**src/skit_ram.sv**
```systemverilog
// ----------------------------------------------------------------------------
// skit_ram: generic simple dual-port RAM
// One write port and one read port with registered read data.
// ----------------------------------------------------------------------------
module skit_ram #(
    parameter int WIDTH = 8,
    parameter int DEPTH = 256
) (
    input  logic                     clk,
    input  logic                     we,
    input  logic [$clog2(DEPTH)-1:0] wr_addr,
    input  logic [WIDTH-1:0]         wr_data,
    input  logic [$clog2(DEPTH)-1:0] rd_addr,
    output logic [WIDTH-1:0]         rd_data
);

    logic [WIDTH-1:0] mem [DEPTH];

    always_ff @(posedge clk)
    begin
        if (we)
        begin
            mem[wr_addr] <= wr_data;
        end
        rd_data <= mem[rd_addr];
    end

endmodule

```
**config.mk**
```make
export PLATFORM = sky130hd
export DESIGN_NAME = skit_ram
export DESIGN_NICKNAME = d
export VERILOG_FILES = /design/src/skit_ram.sv
export SDC_FILE = /design/constraint.sdc
export NUM_CORES = 2
export LEC_CHECK = 0
export CAP_MARGIN = 15
export CELL_PAD_IN_SITES_DETAIL_PLACEMENT = 1
export CELL_PAD_IN_SITES_GLOBAL_PLACEMENT = 1
export CORE_ASPECT_RATIO = 0.6
export CORE_UTILIZATION = 38
export CTS_CLUSTER_SIZE = 16
export DETAILED_ROUTE_END_ITERATION = 10
export DONT_BUFFER_PORTS = 1
export PLACE_DENSITY_LB_ADDON = 0.25
export SLEW_MARGIN = 15
export SYNTH_ARGS = -nofsm -noshare
export SYNTH_HDL_FRONTEND = slang
export SYNTH_SLANG_ARGS = --single-unit
```
**constraint.sdc**
```tcl
create_clock -name clk -period 3.1 [get_ports clk]
set_input_delay 0.62 -clock clk [delete_from_list [all_inputs] [get_ports clk]]
set_output_delay 0.62 -clock clk [all_outputs]
set_load 0.01 [all_outputs]
```
==> results by group <==
Status
  – Status: finished with violations
  – Failing checks: slew limit

Setup path
  – Kind of critical path: input port to flip-flop
  – Worst EP required: between 3000 and 4000 ps
  – Crit start category: input port
  – Critical path endpoint category: flip-flop
  – Crit path DAT: ~3600 ps
  – Max FO, Critical Path: between 70 and 80

Logic synthesis
  – Warnings, synthesis: 0
  – Distinct cells, synth: between 50 and 60
  – Synth async-reset ratio: 0
  – Post-synthesis sequential area ratio: 0.775
  – EDFF count, synth: ~2000
  – Main flop type after synthesis: edfxtp_1
  – Flops & latches, synth: just over 2000
  – Synth Area per Inst: 21.3 µm²
  – Cell Area, Synth: between 70000 and 80000 µm²
  – Synth Instances: between 3000 and 4000
  – Syn Nets: between 3000 and 4000

Timing
  – Clk_skew: 49.9 ps
  – Final Cycle Share: 0.939
  – RSZ-0062 raised after global routing: false
  – Slew HR: -0.0847
  – Final Hold Fails: 0
  – Setup TNS: 0 ps
  – Min Clock Period, post-route: between 2000 and 3000 ps
  – Final setup viols: 0
  – Worst Max-Slew Pin Slew: 1630 ps
  – Slew Viols, Final: between 50 and 60
  – Highest clock rate: approximately 340 MHz

Cells and area
  – Fraction of layout cells with a size suffix above 1: 0.274
  – Fin area: just over 90000 µm²
  – Finished Layout Cells: 7045
  – Final net count: ~4200
  – P&R area growth vs syn: 15.2%

Global routing
  – Initial antenna violation count: 16
  – First-pass GRT wire length: 330 mm
  – Number of global-route vias before repair: roughly 41000
  – Total grt overflow: 0
  – GRT Total Usage: 0.224
  – Pin count of the biggest net entering global routing: ~450

Power and ir drop
  – LEAKAGE: about 0.029 µW
  – Peak supply drop: between 0.4 and 0.5 mV
  – Pwr/cell area: 616 nW/µm²
  – Post-layout power: ~56000 µW

Drt
  – Initial DRC Count: slightly below 6000
  – Drt first pass iters: 7
  – WL/cell: 33.8 µm
  – Via total after detailed routing: between 40000 and 50000
  – Via/cell ratio: between 5 and 6
  – Detail Route Antenna Nets: 0
  – DRC errors left: 0
  – Routed wire length: ~240 mm

Floorplanning
  – Die area: about 210000 µm²
  – Die Ht: around 360 µm
  – I/O pin cnt: 34
  – Initial core utilization: 0.384
  – DIE WIDTH: around 590 µm
  – # rows: 129
  – Core Footprint: approximately 210000 µm²

Clock tree
  – CTS Buf Count: about 190
  – Worst-path clk slew: ~70 ps
  – Setup bufs post-CTS: 0
  – H-tree Lvls: 4
  – CTS tree: done
  – Num Clock Sinks: a little over 2000
  – Max Root-Sink Buffers: 4
  – Root Buffer: clkbuf_16
  – Clk_lat worst skew: about 860 ps

Placement
  – RD Place Congestion: roughly 0.80
  – Buffers added on ports: 0
  – Placed cell areas: about 85000 µm²
  – Post-DP HPWL: ~130 mm
  – Cells after DPL: approximately 6700

Flow run
  – MaxCap Viol Count: 0

Hold path
  – Worst hold path class: input port to flip-flop
==> worst max-delay path: stages <==
cell and delay [ps]:
buf_16 260, buf_16 310, buf_16 330, mux2i_1 240
o221ai_1 300, a21oi_1 260, nor3_1 110, nor4_2 990
nor4_1 100
==> logic make-up after synthesis <==
kind of cell / Yosys count / synth area share
multiplexers: 591 / 0.146
flip-flops: 2056 / 0.775
buffers and inverters: 235 / 0.0183
AND/OR/NAND/NOR: 466 / 0.0263
AO/OA/AOI/OAI: 385 / 0.0342
==> worst paths after layout <==
path / startpoint / endpoint / slack [ps] / depth (start not counted)
max: rd_addr[0] / rd_data[1] / 190 / 9
min: wr_data[4] / mem[213][4] / 90 / 0
max reg2reg: mem[211][1] / rd_data[1] / 390 / 5
min reg2reg: mem[40][3] / rd_data[3] / 930 / 6
==> placed cells by master, fill, tap and decap left out, types with 10 or more instances in the layout <==
cell type,synthesis,layout
edfxtp_1,2048,2048
mux4_2,454,454
buf_4,27,395
nor2_1,282,279
clkbuf_16,0,199
mux2i_1,134,134
a22oi_1,133,131
a21oi_1,96,96
clkinv_1,1,46
o221ai_1,46,46
clkbuf_1,111,43
nand3_1,34,34
nand2_1,33,33
clkinv_2,0,31
o22ai_1,28,28
nor2b_1,31,28
nor3_1,22,22
nor4_1,24,21
buf_12,8,19
a211oi_1,16,16
a221oi_1,13,13
buf_16,0,13
nand4_1,10,10
o211ai_1,10,10
o21ai_0,10,10
bufinv_16,0,10
==> report_power, final <==
part	switching, µW	total (µW)	internal [µW]
Clock	10600	23200	12600
Sequential	124	30800	30600
Combinational	1430	2510	1080
Total	12100	56400	44300
==> cell type report <==
cell class                 count  area [µm²]
fill                       19100      115000
sequential                  2056       61700
multi-input combinational   1442       16500
clock buffer                 244        5150
timing repair buffer         445        4070
tap                         2751        3440
clock inverter               101         758
antenna                        4        10.0
inverter                       2        7.51
==> sequential cells by signal, indices dropped and copies added, names as in the netlist <==
signal   cells
mem       2048
rd_data      8
==> stage by stage <==
| step | hold slack (ps) | utilization | worst slack [ps] |
|---|---|---|---|
| 6_report | 87.1 | 0.442 | 188 |
| 5_1_grt | 18.1 | 0.442 | 96.0 |
| 4_1_cts | 0.217 | 0.442 | 75.7 |
| 3_5_place_dp | 749 | 0.411 | -3020 |
| 3_3_place_gp | 753 | 0.411 | -3000 |
| 2_1_floorplan | 719 | - | 542 |
==> synthesized netlist by cell type, drive strengths merged (4+ instances only) <==
master / count / area [µm²]
edfxtp: 2048 / 61500
mux4: 456 / 10300
nor2: 282 / 1060
mux2i: 134 / 1340
a22oi: 133 / 998
buf: 122 / 1030
clkbuf: 111 / 417
a21oi: 96 / 480
o221ai: 47 / 418
nand3: 34 / 170
nand2: 33 / 124
nor2b: 31 / 194
o22ai: 28 / 175
nor4: 27 / 188
nor3: 22 / 110
a211oi: 16 / 120
a221oi: 14 / 129
o21ai: 12 / 60.1
nand4: 10 / 62.6
o211ai: 10 / 75.1
a22o: 8 / 70.1
dfxtp: 8 / 160
nand2b: 8 / 50.1
and2: 6 / 37.5
a2111oi: 5 / 52.6
o22a: 5 / 43.8
o32ai: 5 / 51.3
or2: 4 / 25.0
==> timing repair <==
item / CTS / global route
pin swaps: 0 / 0
gates cloned: 9 / 2
endpoints found under the hold margin: 556 / 0
hold buffers: 17 / 0
resized for setup: 2 / 3
endpoints found under the setup margin: 8 / 7
==> per-layer routing <==
metal,track usage,routed length (µm),up-vias
li1,-,-,16500
met1,0.350,109000,22300
met2,0.300,96600,1949
met3,0.0784,28700,270
met4,0.0410,4050,4
met5,0,16,-
No activity file was read; power rests on OpenSTA's default activity.
