--- src/skit_pkg.sv ---
// ----------------------------------------------------------------------------
// skit_pkg: shared types and constants of the sorted key index table
// Field widths, operation and status codes, and the compare result type.
// ----------------------------------------------------------------------------
package skit_pkg;

    localparam int KEY_W     = 20;
    localparam int SLOT_W    = 8;
    localparam int COUNT_W   = 9;
    localparam int OP_W      = 2;
    localparam int STATUS_W  = 2;
    localparam int S_TDATA_W = 24;
    localparam int M_TDATA_W = 24;

    typedef enum logic [OP_W-1:0] {
        OP_ADD    = 2'd0,
        OP_LOOKUP = 2'd1,
        OP_REMOVE = 2'd2,
        OP_CLEAR  = 2'd3
    } op_t;

    typedef enum logic [STATUS_W-1:0] {
        STAT_OK        = 2'd0,
        STAT_NOT_FOUND = 2'd1,
        STAT_FULL      = 2'd2
    } status_t;

    // Result of the shared key comparator: a < b and a == b.
    typedef struct packed {
        logic lt;
        logic eq;
    } cmp_res_t;

endpackage

--- src/skit_cmp.sv ---
// ----------------------------------------------------------------------------
// skit_cmp: shared key comparator
// Compares two catalog keys; used by every scan of the sequencer.
// ----------------------------------------------------------------------------
module skit_cmp (
    input  logic [skit_pkg::KEY_W-1:0] a,
    input  logic [skit_pkg::KEY_W-1:0] b,
    output skit_pkg::cmp_res_t         res
);

    import skit_pkg::*;

    always_comb
    begin
        res.lt = (a < b);
        res.eq = (a == b);
    end

endmodule

--- config.mk ---
export PLATFORM = sky130hd
export DESIGN_NAME = skit_cmp
export DESIGN_NICKNAME = d
export VERILOG_FILES = /design/src/skit_pkg.sv /design/src/skit_cmp.sv
export SDC_FILE = /design/constraint.sdc
export NUM_CORES = 1
export LEC_CHECK = 0
export BUFFER_PORTS_ARGS = -buffer_cell sky130_fd_sc_hd__buf_2
export CORE_AREA = 2 2 39 41
export DETAILED_ROUTE_END_ITERATION = 6
export DIE_AREA = 0 0 41 43
export GPL_ROUTABILITY_DRIVEN = 0
export MAX_ROUTING_LAYER = met4
export PLACE_DENSITY = 0.8
export SLEW_MARGIN = 20
export SYNTH_ARGS = -nofsm -noshare
export SYNTH_HDL_FRONTEND = slang
export SYNTH_SLANG_ARGS = --single-unit
--- constraint.sdc ---
create_clock -name vclk -period 3.21
set_input_delay 0.4815 -clock vclk [all_inputs]
set_output_delay 0.4815 -clock vclk [all_outputs]
set_load 0.02 [all_outputs]
==> results of run 1 <==
per-layer routing:
layer	vias to the layer above	global-route usage
li1	332	-
met1	258	0.133
met2	28	0.263
met3	0	0.00524
met4	0	0.00667
met5	-	-
kinds of logic (layout without fill, tap and decap cells):
kind of cell,after synthesis,count (layout),synth area share
buffers and inverters,23,65,0.166
adder cells (fa/ha/maj),20,20,0.482
AND/OR/NAND/NOR,15,15,0.171
AO/OA/AOI/OAI,14,14,0.181
power breakdown:
| group | switching (mW) | internal, mW |
|---|---|---|
| Sequential | 0 | 0 |
| Clock | 0 | 0 |
| Combinational | 0.0377 | 0.0441 |
| Total | 0.0377 | 0.0441 |
metrics by stage:
stage	cell area, µm²	utilization
3_5_place_dp	749	0.542
6_report	749	0.542
2_1_floorplan	519	-
4_1_cts	749	0.542
3_3_place_gp	749	0.542
5_1_grt	749	0.542
how the worst max path moves through the flow:
stage          cells after the start      to   from  slack (ns)
2_1_floorplan                      6  res[1]  b[10]        1.01
3_3_place_gp                       7  res[1]  a[10]        0.91
3_5_place_dp                       7  res[1]   a[7]        0.89
4_1_cts                            7  res[1]   a[7]        0.89
5_1_grt                            7  res[1]   a[7]        0.81
6_report                           7  res[1]   a[7]        0.91
placed cells by master (no fill, tap or decap):
cell / count
buf_2: 42
inv_1: 23
ha_1: 20
a21oi_1: 7
nand2_1: 6
o21ai_0: 3
nand4_1: 2
and4_1: 2
nand3_1: 2
a221o_1: 2
and4bb_1: 1
a21oi_2: 1
nor2_1: 1
a221oi_2: 1
nor3_2: 1
cell type report:
class,count,area (µm²),share of cell area
repair buffers,42,210,0.280
multi-input cells,49,433,0.578
well taps,16,20.0,0.0267
inverters,23,86.3,0.115
==> summary.txt, run 1 <==
Setup path
  • Slowest stage cell, crit path: ha_1
  • Number of buffers and inverters on the critical path: 2
  • CP top delay family: compound AO/OA/AOI/OAI gates
  • CP max FO: 3
  • Crit end category: output port
  • WS Path Type: in -> out
  • Type of origin of the critical path: primary input
  • Crit path DAT: 1.82 ns
  • Crit-path cells: buf_2 > ha_1 > a21oi_1 > o21ai_0 > a221o_1 > a221oi_2 > buf_2
  • Most frequent CP cell: buf_2
  • Worst EP required: 2.73 ns
  • Max incr delay on CP: 0.31 ns

STA
  • Rel. slew slack: 0.851
  • Max Clk Rate: 435 MHz
  • Tmin final: 2.30 ns
  • Final setup margin: 0.909 ns
  • Final max-slew violation count: 0
  • Fin Hold WS: 1.46 ns
  • Fin crit share: 0.717
  • Final Hold Violating Endpoints: 0
  • Setup TNS: 0 ns
  • Setup-failing EPs final: 0
  • Least-Margin Pin Slew: 0.221 ns
  • RSZ-0062 raised after global routing: no

Worst hold path
  • Hold Crit Depth: 5
  • Worst Hold End: res[0]
  • HP Class: in -> out
  • HP Start: b[0]

Yosys
  • Area leader, netlist: ha_1
  • Avg Inst Size Synth: 7.21 µm²
  • Post-Syn Instances: 72
  • Most frequent cells after synthesis: inv_1, ha_1, a21oi_1
  • Top-count cell post-synth: inv_1
  • Area contributors post-synth: ha_1, inv_1, a21oi_1
  • Yosys top cell area share: 0.482
  • Sequential-to-total area share from yosys stat: 0
  • YS warnings: 0
  • Mapped Area: 519 µm²
  • Mapped Nets: 132
  • Yosys cell types: 14

Clock network
  • Post-CTS Resized: 0
  • Hold-fix buffer count after cts: 0
  • Post-CTS setup buffer count: 0

Floorplanning
  • Core Box Area: 1380 µm²
  • Vert. Die Dim: 43 µm
  • FP Rows: 14
  • Die area: 1760 µm²
  • Die Wd: 41 µm
  • Initial Utilization: 0.375
  • Ports: 42

Cells and area
  • Share of layout cells above drive strength 1: 0.395
  • Number of fill cells: 149
  • Non-Filler Instances: 130
  • FF+latch area: 0 µm²
  • Seq_cells: 0
  • Area growth from synthesis to layout: 44.3%
  • Antenna Cells: 0
  • # nets final: 176
  • Clock buffer cells: 0

Place
  • Hpwl dp: 1080 µm
  • Placed cell count: 130
  • Place WS: 0.886 ns
  • Port bufs: 42

Global route
  • Total congestion overflow: 0
  • Initial antenna violation count: 0
  • Vias in the first global route: 544
  • Largest net degree at the start of global routing: 4
  • Gr usage total: 0.131
  • First-pass GRT wire length: 1730 µm

Status
  • Status: completed

Power and ir drop
  • Leakage: 0.504 nW
  • Max VDD drop: 0.0479 mV
  • Total Power: 81.8 µW
  • Power per cell area: 109 nW/µm²

Routing
  • Routed wire per std cell: 8.48 µm
  • Met2 Wirelength: 572 µm
  • Initial DRC count: 4
  • Top Metal Used: met3
  • Routed wire length: 1100 µm
  • Metal-1 WL: 424 µm
  • Pre-Repair DR Iteration Count: 4
  • Final antenna-violating net count: 0
  • DRC Markers: 0
  • Via count of the routed design: 618
  • Met3 wire length: 106 µm
  • DR vias/cell: 4.75

Job
  • Maxcap violations: 0
No activity file was read; power rests on OpenSTA's default activity.
==> run 2, diff against run 1 <==
--- a/config.mk
+++ b/config.mk
@@ -6,9 +6,9 @@
 export NUM_CORES = 1
 export LEC_CHECK = 0
 export BUFFER_PORTS_ARGS = -buffer_cell sky130_fd_sc_hd__buf_2
-export CORE_AREA = 2 2 39 41
+export CORE_AREA = 2 2 40 42
 export DETAILED_ROUTE_END_ITERATION = 6
-export DIE_AREA = 0 0 41 43
+export DIE_AREA = 0 0 42 44
 export GPL_ROUTABILITY_DRIVEN = 0
 export MAX_ROUTING_LAYER = met4
 export PLACE_DENSITY = 0.8
==> constraint.sdc (replaced) <==
create_clock -name vclk -period 1.8
set_input_delay 0.27 -clock vclk [all_inputs]
set_output_delay 0.27 -clock vclk [all_outputs]
set_load 0.02 [all_outputs]
==> summary.txt, run 2 (same netlist as run 1, synthesis figures left out) <==
Place
  • Port bufs: 42
  • Hpwl dp: 1120 µm

STA
  • RSZ-0062 raised after global routing: yes
  • Fin crit share: 1.01
  • Rel. slew slack: 0.861
  • Tmin final: 1.81 ns
  • Least-Margin Pin Slew: 0.206 ns
  • Max Clk Rate: 552 MHz
  • Final max-slew violation count: 0
  • Final setup margin: -0.0131 ns
  • Setup TNS: -0.0131 ns
  • Final Hold Violating Endpoints: 0
  • Setup-failing EPs final: 1

Routing
  • DR vias/cell: 4.93
  • Met3 wire length: 85 µm
  • Pre-Repair DR Iteration Count: 1
  • Final antenna-violating net count: 0
  • Via count of the routed design: 641
  • DRC Markers: 0
  • Routed wire length: 1520 µm
  • Initial DRC count: 0
  • Top Metal Used: met4
  • Met2 Wirelength: 860 µm
  • Metal-1 WL: 555 µm
  • Routed wire per std cell: 11.7 µm

Floorplanning
  • FP Rows: 14
  • Die area: 1850 µm²
  • Core Box Area: 1420 µm²
  • Ports: 42
  • Initial Utilization: 0.366
  • Die Wd: 42 µm
  • Vert. Die Dim: 44 µm

Setup path
  • Max incr delay on CP: 0.34 ns
  • Crit path DAT: 1.54 ns
  • CP max FO: 3
  • Crit end category: output port
  • Slowest stage cell, crit path: a221o_1
  • Crit-path cells: buf_6 > inv_4 > ha_4 > a21oi_2 > o21ai_1 > a221o_1 > a221oi_2 > buf_4
  • WS Path Type: in -> out
  • Type of origin of the critical path: primary input
  • Worst EP required: 1.53 ns

Global route
  • Gr usage total: 0.170
  • Largest net degree at the start of global routing: 4
  • Total congestion overflow: 0
  • Initial antenna violation count: 0
  • Vias in the first global route: 649
  • First-pass GRT wire length: 2450 µm

Worst hold path
  • HP Class: in -> out

Cells and area
  • Commonest non-fill, non-tap cell in the layout: buf_2
  • Number of fill cells: 129
  • Commonest cells after routing, fill and taps aside: buf_2, inv_1, ha_4
  • Seq_cells: 0
  • Clock buffer cells: 0
  • # nets final: 176
  • Antenna Cells: 0
  • Share of layout cells above drive strength 1: 0.596
  • Fin util: 0.673
  • Area growth from synthesis to layout: 83.9%
  • FF+latch area: 0 µm²

Power and ir drop
  • Leakage: 0.511 nW
  • Max VDD drop: 0.0982 mV
  • Power per cell area: 223 nW/µm²
  • Total Power: 212 µW

Job
  • Maxcap violations: 0

Clock network
  • Post-CTS setup buffer count: 0

Status
  • Status: finished, violations left
  • Failing checks: setup timing
[run 2: final cells by class]
class / instances / area (µm²) / share of cell area
Tap cell: 16 / 20.0 / 0.0210
Multi-Input combinational cell: 49 / 601 / 0.629
Inverter: 23 / 93.8 / 0.0983
Timing Repair Buffer: 42 / 240 / 0.252
[run 2: worst max-delay path: cells and delay by family]
family          cells  cell delay, ns
buf+inv             3            0.33
fa+ha+maj           1            0.19
compound gates      4            0.76
[run 2: where the power goes]
part	switching [mW]	leakage, nW	total (mW)	internal (mW)
combinational	0.0953	0.511	0.212	0.117
sequential	0	0	0	0
clock	0	0	0	0
total	0.0953	0.511	0.212	0.117
[run 2: per-stage QoR]
| step | cell area [µm²] | setup slack, ns | hold slack, ns | cells |
|---|---|---|---|---|
| after global placement | 749 | -0.0896 | 1.04 | 130 |
| final | 955 | -0.0131 | 1.07 | 130 |
| after detailed placement | 749 | -0.109 | 1.06 | 130 |
| after global routing | 955 | -0.0411 | 1.10 | 130 |
| after floorplan | 519 | 0.0182 | 0.829 | 72 |
| after CTS | 887 | -0.0228 | 1.07 | 130 |
[run 2: path summary, 6_finish.rpt]
check / start / endpoint / slack (ns) / depth (start not counted)
worst max-delay path: b[7] / res[1] / -0.01 / 8
worst min-delay path: a[19] / res[1] / 1.07 / 5
[run 2: what timing repair did]
action | in CTS | in global routing
hold buffers | 0 | 0
setup endpoints to repair | 2 | 2
gates resized for setup | 21 | 13
pin swaps | 12 | 12
[run 2: metal layers]
layer  global-route usage  vias up
met4               0.0387        0
met2                0.369       26
met5                    -        -
li1                     -      333
met1                0.158      280
met3              0.00833        2
==> run 3, diff against run 2 <==
--- a/config.mk
+++ b/config.mk
@@ -6,12 +6,13 @@
 export NUM_CORES = 1
 export LEC_CHECK = 0
 export BUFFER_PORTS_ARGS = -buffer_cell sky130_fd_sc_hd__buf_2
-export CORE_AREA = 2 2 40 42
+export CELL_PAD_IN_SITES_DETAIL_PLACEMENT = 0
+export CELL_PAD_IN_SITES_GLOBAL_PLACEMENT = 1
+export CORE_AREA = 2 2 50 52
 export DETAILED_ROUTE_END_ITERATION = 6
-export DIE_AREA = 0 0 42 44
-export GPL_ROUTABILITY_DRIVEN = 0
+export DIE_AREA = 0 0 52 54
 export MAX_ROUTING_LAYER = met4
-export PLACE_DENSITY = 0.8
+export PLACE_DENSITY_LB_ADDON = 0.1
 export SLEW_MARGIN = 20
 export SYNTH_ARGS = -nofsm -noshare
 export SYNTH_HDL_FRONTEND = slang
==> summary.txt, run 3 (same netlist as run 1, synthesis figures left out) <==
Status
  • Status: finished, violations left
  • Failing checks: setup timing

STA
  • Tmin final: 1.81 ns
  • Fin crit share: 1.01
  • RSZ-0062 raised after global routing: yes
  • Setup-failing EPs final: 1
  • Final setup margin: -0.0126 ns
  • Final max-slew violation count: 0
  • Max Clk Rate: 552 MHz
  • Rel. slew slack: 0.861
  • Least-Margin Pin Slew: 0.207 ns
  • Final Hold Violating Endpoints: 0

Global route
  • Initial antenna violation count: 0
  • Met3 Track Usage GR: 0
  • Vias in the first global route: 559
  • Met1 Track Usage GR: 0.108
  • Largest net degree at the start of global routing: 4
  • Total congestion overflow: 0
  • First-pass GRT wire length: 1990 µm
  • M2 GR Usage: 0.181
  • Top Usage Layer GRT: met2
  • Gr usage total: 0.0908

Power and ir drop
  • Sequential cell fraction of total power: 0
  • Clock power frac: 0
  • Max VDD drop: 0.0799 mV
  • Net switching power: 88.0 µW
  • Logic pwr share: 1.000
  • P_int: 117 µW
  • Leakage: 0.525 nW
  • Total Power: 205 µW
  • Switch share: 0.429
  • Power per cell area: 210 nW/µm²

Routing
  • Via count of the routed design: 604
  • Routed wire per std cell: 8.52 µm
  • DR vias/cell: 4.11
  • DRC Markers: 0
  • Pre-Repair DR Iteration Count: 4
  • Initial DRC count: 1
  • Final antenna-violating net count: 0
  • Routed wire length: 1250 µm

Floorplanning
  • Vert. Die Dim: 54 µm
  • FP Rows: 18
  • Initial Utilization: 0.224
  • Core Box Area: 2320 µm²
  • Die Wd: 52 µm
  • Die area: 2810 µm²
  • Ports: 42

Cells and area
  • Non-Filler Instances: 147
  • # nets final: 179
  • Antenna Cells: 0
  • Commonest cells after routing, fill and taps aside: buf_2, inv_1, ha_4, ha_1
  • Commonest non-fill, non-tap cell in the layout: buf_2
  • Area growth from synthesis to layout: 88.2%
  • Clock buffer cells: 0
  • Number of fill cells: 249
  • Seq_cells: 0
  • FF+latch area: 0 µm²
  • Share of layout cells above drive strength 1: 0.598

Setup path
  • Crit-path cells: buf_6 > inv_2 > ha_4 > and4_1 > a221o_1 > a221oi_2 > buf_4
  • Number of buffers and inverters on the critical path: 3
  • Max incr delay on CP: 0.32 ns
  • Worst EP required: 1.53 ns
  • CP max FO: 3
  • Type of origin of the critical path: primary input
  • Crit path DAT: 1.54 ns
  • CP top delay family: compound AO/OA/AOI/OAI gates
  • WS Path Type: in -> out
  • Slowest stage cell, crit path: a221o_1
  • Crit end category: output port

Place
  • Port bufs: 42
  • Hpwl dp: 1060 µm
  • Place WS: -0.137 ns
  • Placed cell count: 146
  • GPL Wtd Cong: 0.704

Job
  • Maxcap violations: 0

Clock network
  • Hold-fix buffer count after cts: 0

Worst hold path
  • HP Class: in -> out
==> run 3: layout make-up <==
class	count	area, µm²	share of cell area
well taps	30	37.5	0.0384
inverters	23	91.3	0.0935
repair buffers	45	275	0.282
multi-input cells	49	573	0.586
==> run 3: final timing paths <==
path  endpoint   from  slack [ns]  depth (start not counted)
max     res[1]  b[10]       -0.01                          7
min     res[1]  a[19]        1.05                          5
==> run 3: timing repair <==
action,4_1_cts,5_1_grt
endpoints found under the setup margin,2,2
resized for setup,19,15
pin swaps,10,11
buffers inserted,0,1
==> run 3: layer usage <==
| metal | wire, µm | part of all wire | up-vias |
|---|---|---|---|
| met5 | 0 | 0 | - |
| met4 | 0 | 0 | 0 |
| met1 | 549 | 0.44 | 247 |
| met3 | 81 | 0.065 | 0 |
| li1 | - | - | 336 |
| met2 | 622 | 0.50 | 21 |
==> run 3: per-stage QoR <==
| stage | setup TNS (ns) | hold slack (ns) | area (µm²) | util |
|---|---|---|---|---|
| 2_1_floorplan | 0 | 0.829 | 519 | - |
| 3_3_place_gp | -0.142 | 1.05 | 782 | 0.337 |
| 3_5_place_dp | -0.152 | 1.05 | 782 | 0.337 |
| 4_1_cts | -0.0599 | 1.06 | 901 | 0.388 |
| 5_1_grt | -0.0625 | 1.08 | 977 | 0.421 |
| 6_report | -0.0126 | 1.05 | 977 | 0.421 |
==> run 3: power by group through the flow <==
| stage | clock network [mW] | registers [mW] | logic [mW] |
|---|---|---|---|
| after detailed placement | 0 | 0 | 0.153 |
| final | 0 | 0 | 0.205 |
| after CTS | 0 | 0 | 0.187 |
| after global placement | 0 | 0 | 0.152 |
| after floorplan | 0 | 0 | 0.0852 |
| after global routing | 0 | 0 | 0.235 |
==> run 3: tightest hold or removal path, delay by kind of cell <==
kind	cells	cell delay (ns)
compound gates	2	0.15
fa+ha+maj	1	0.12
buf+inv	2	0.25
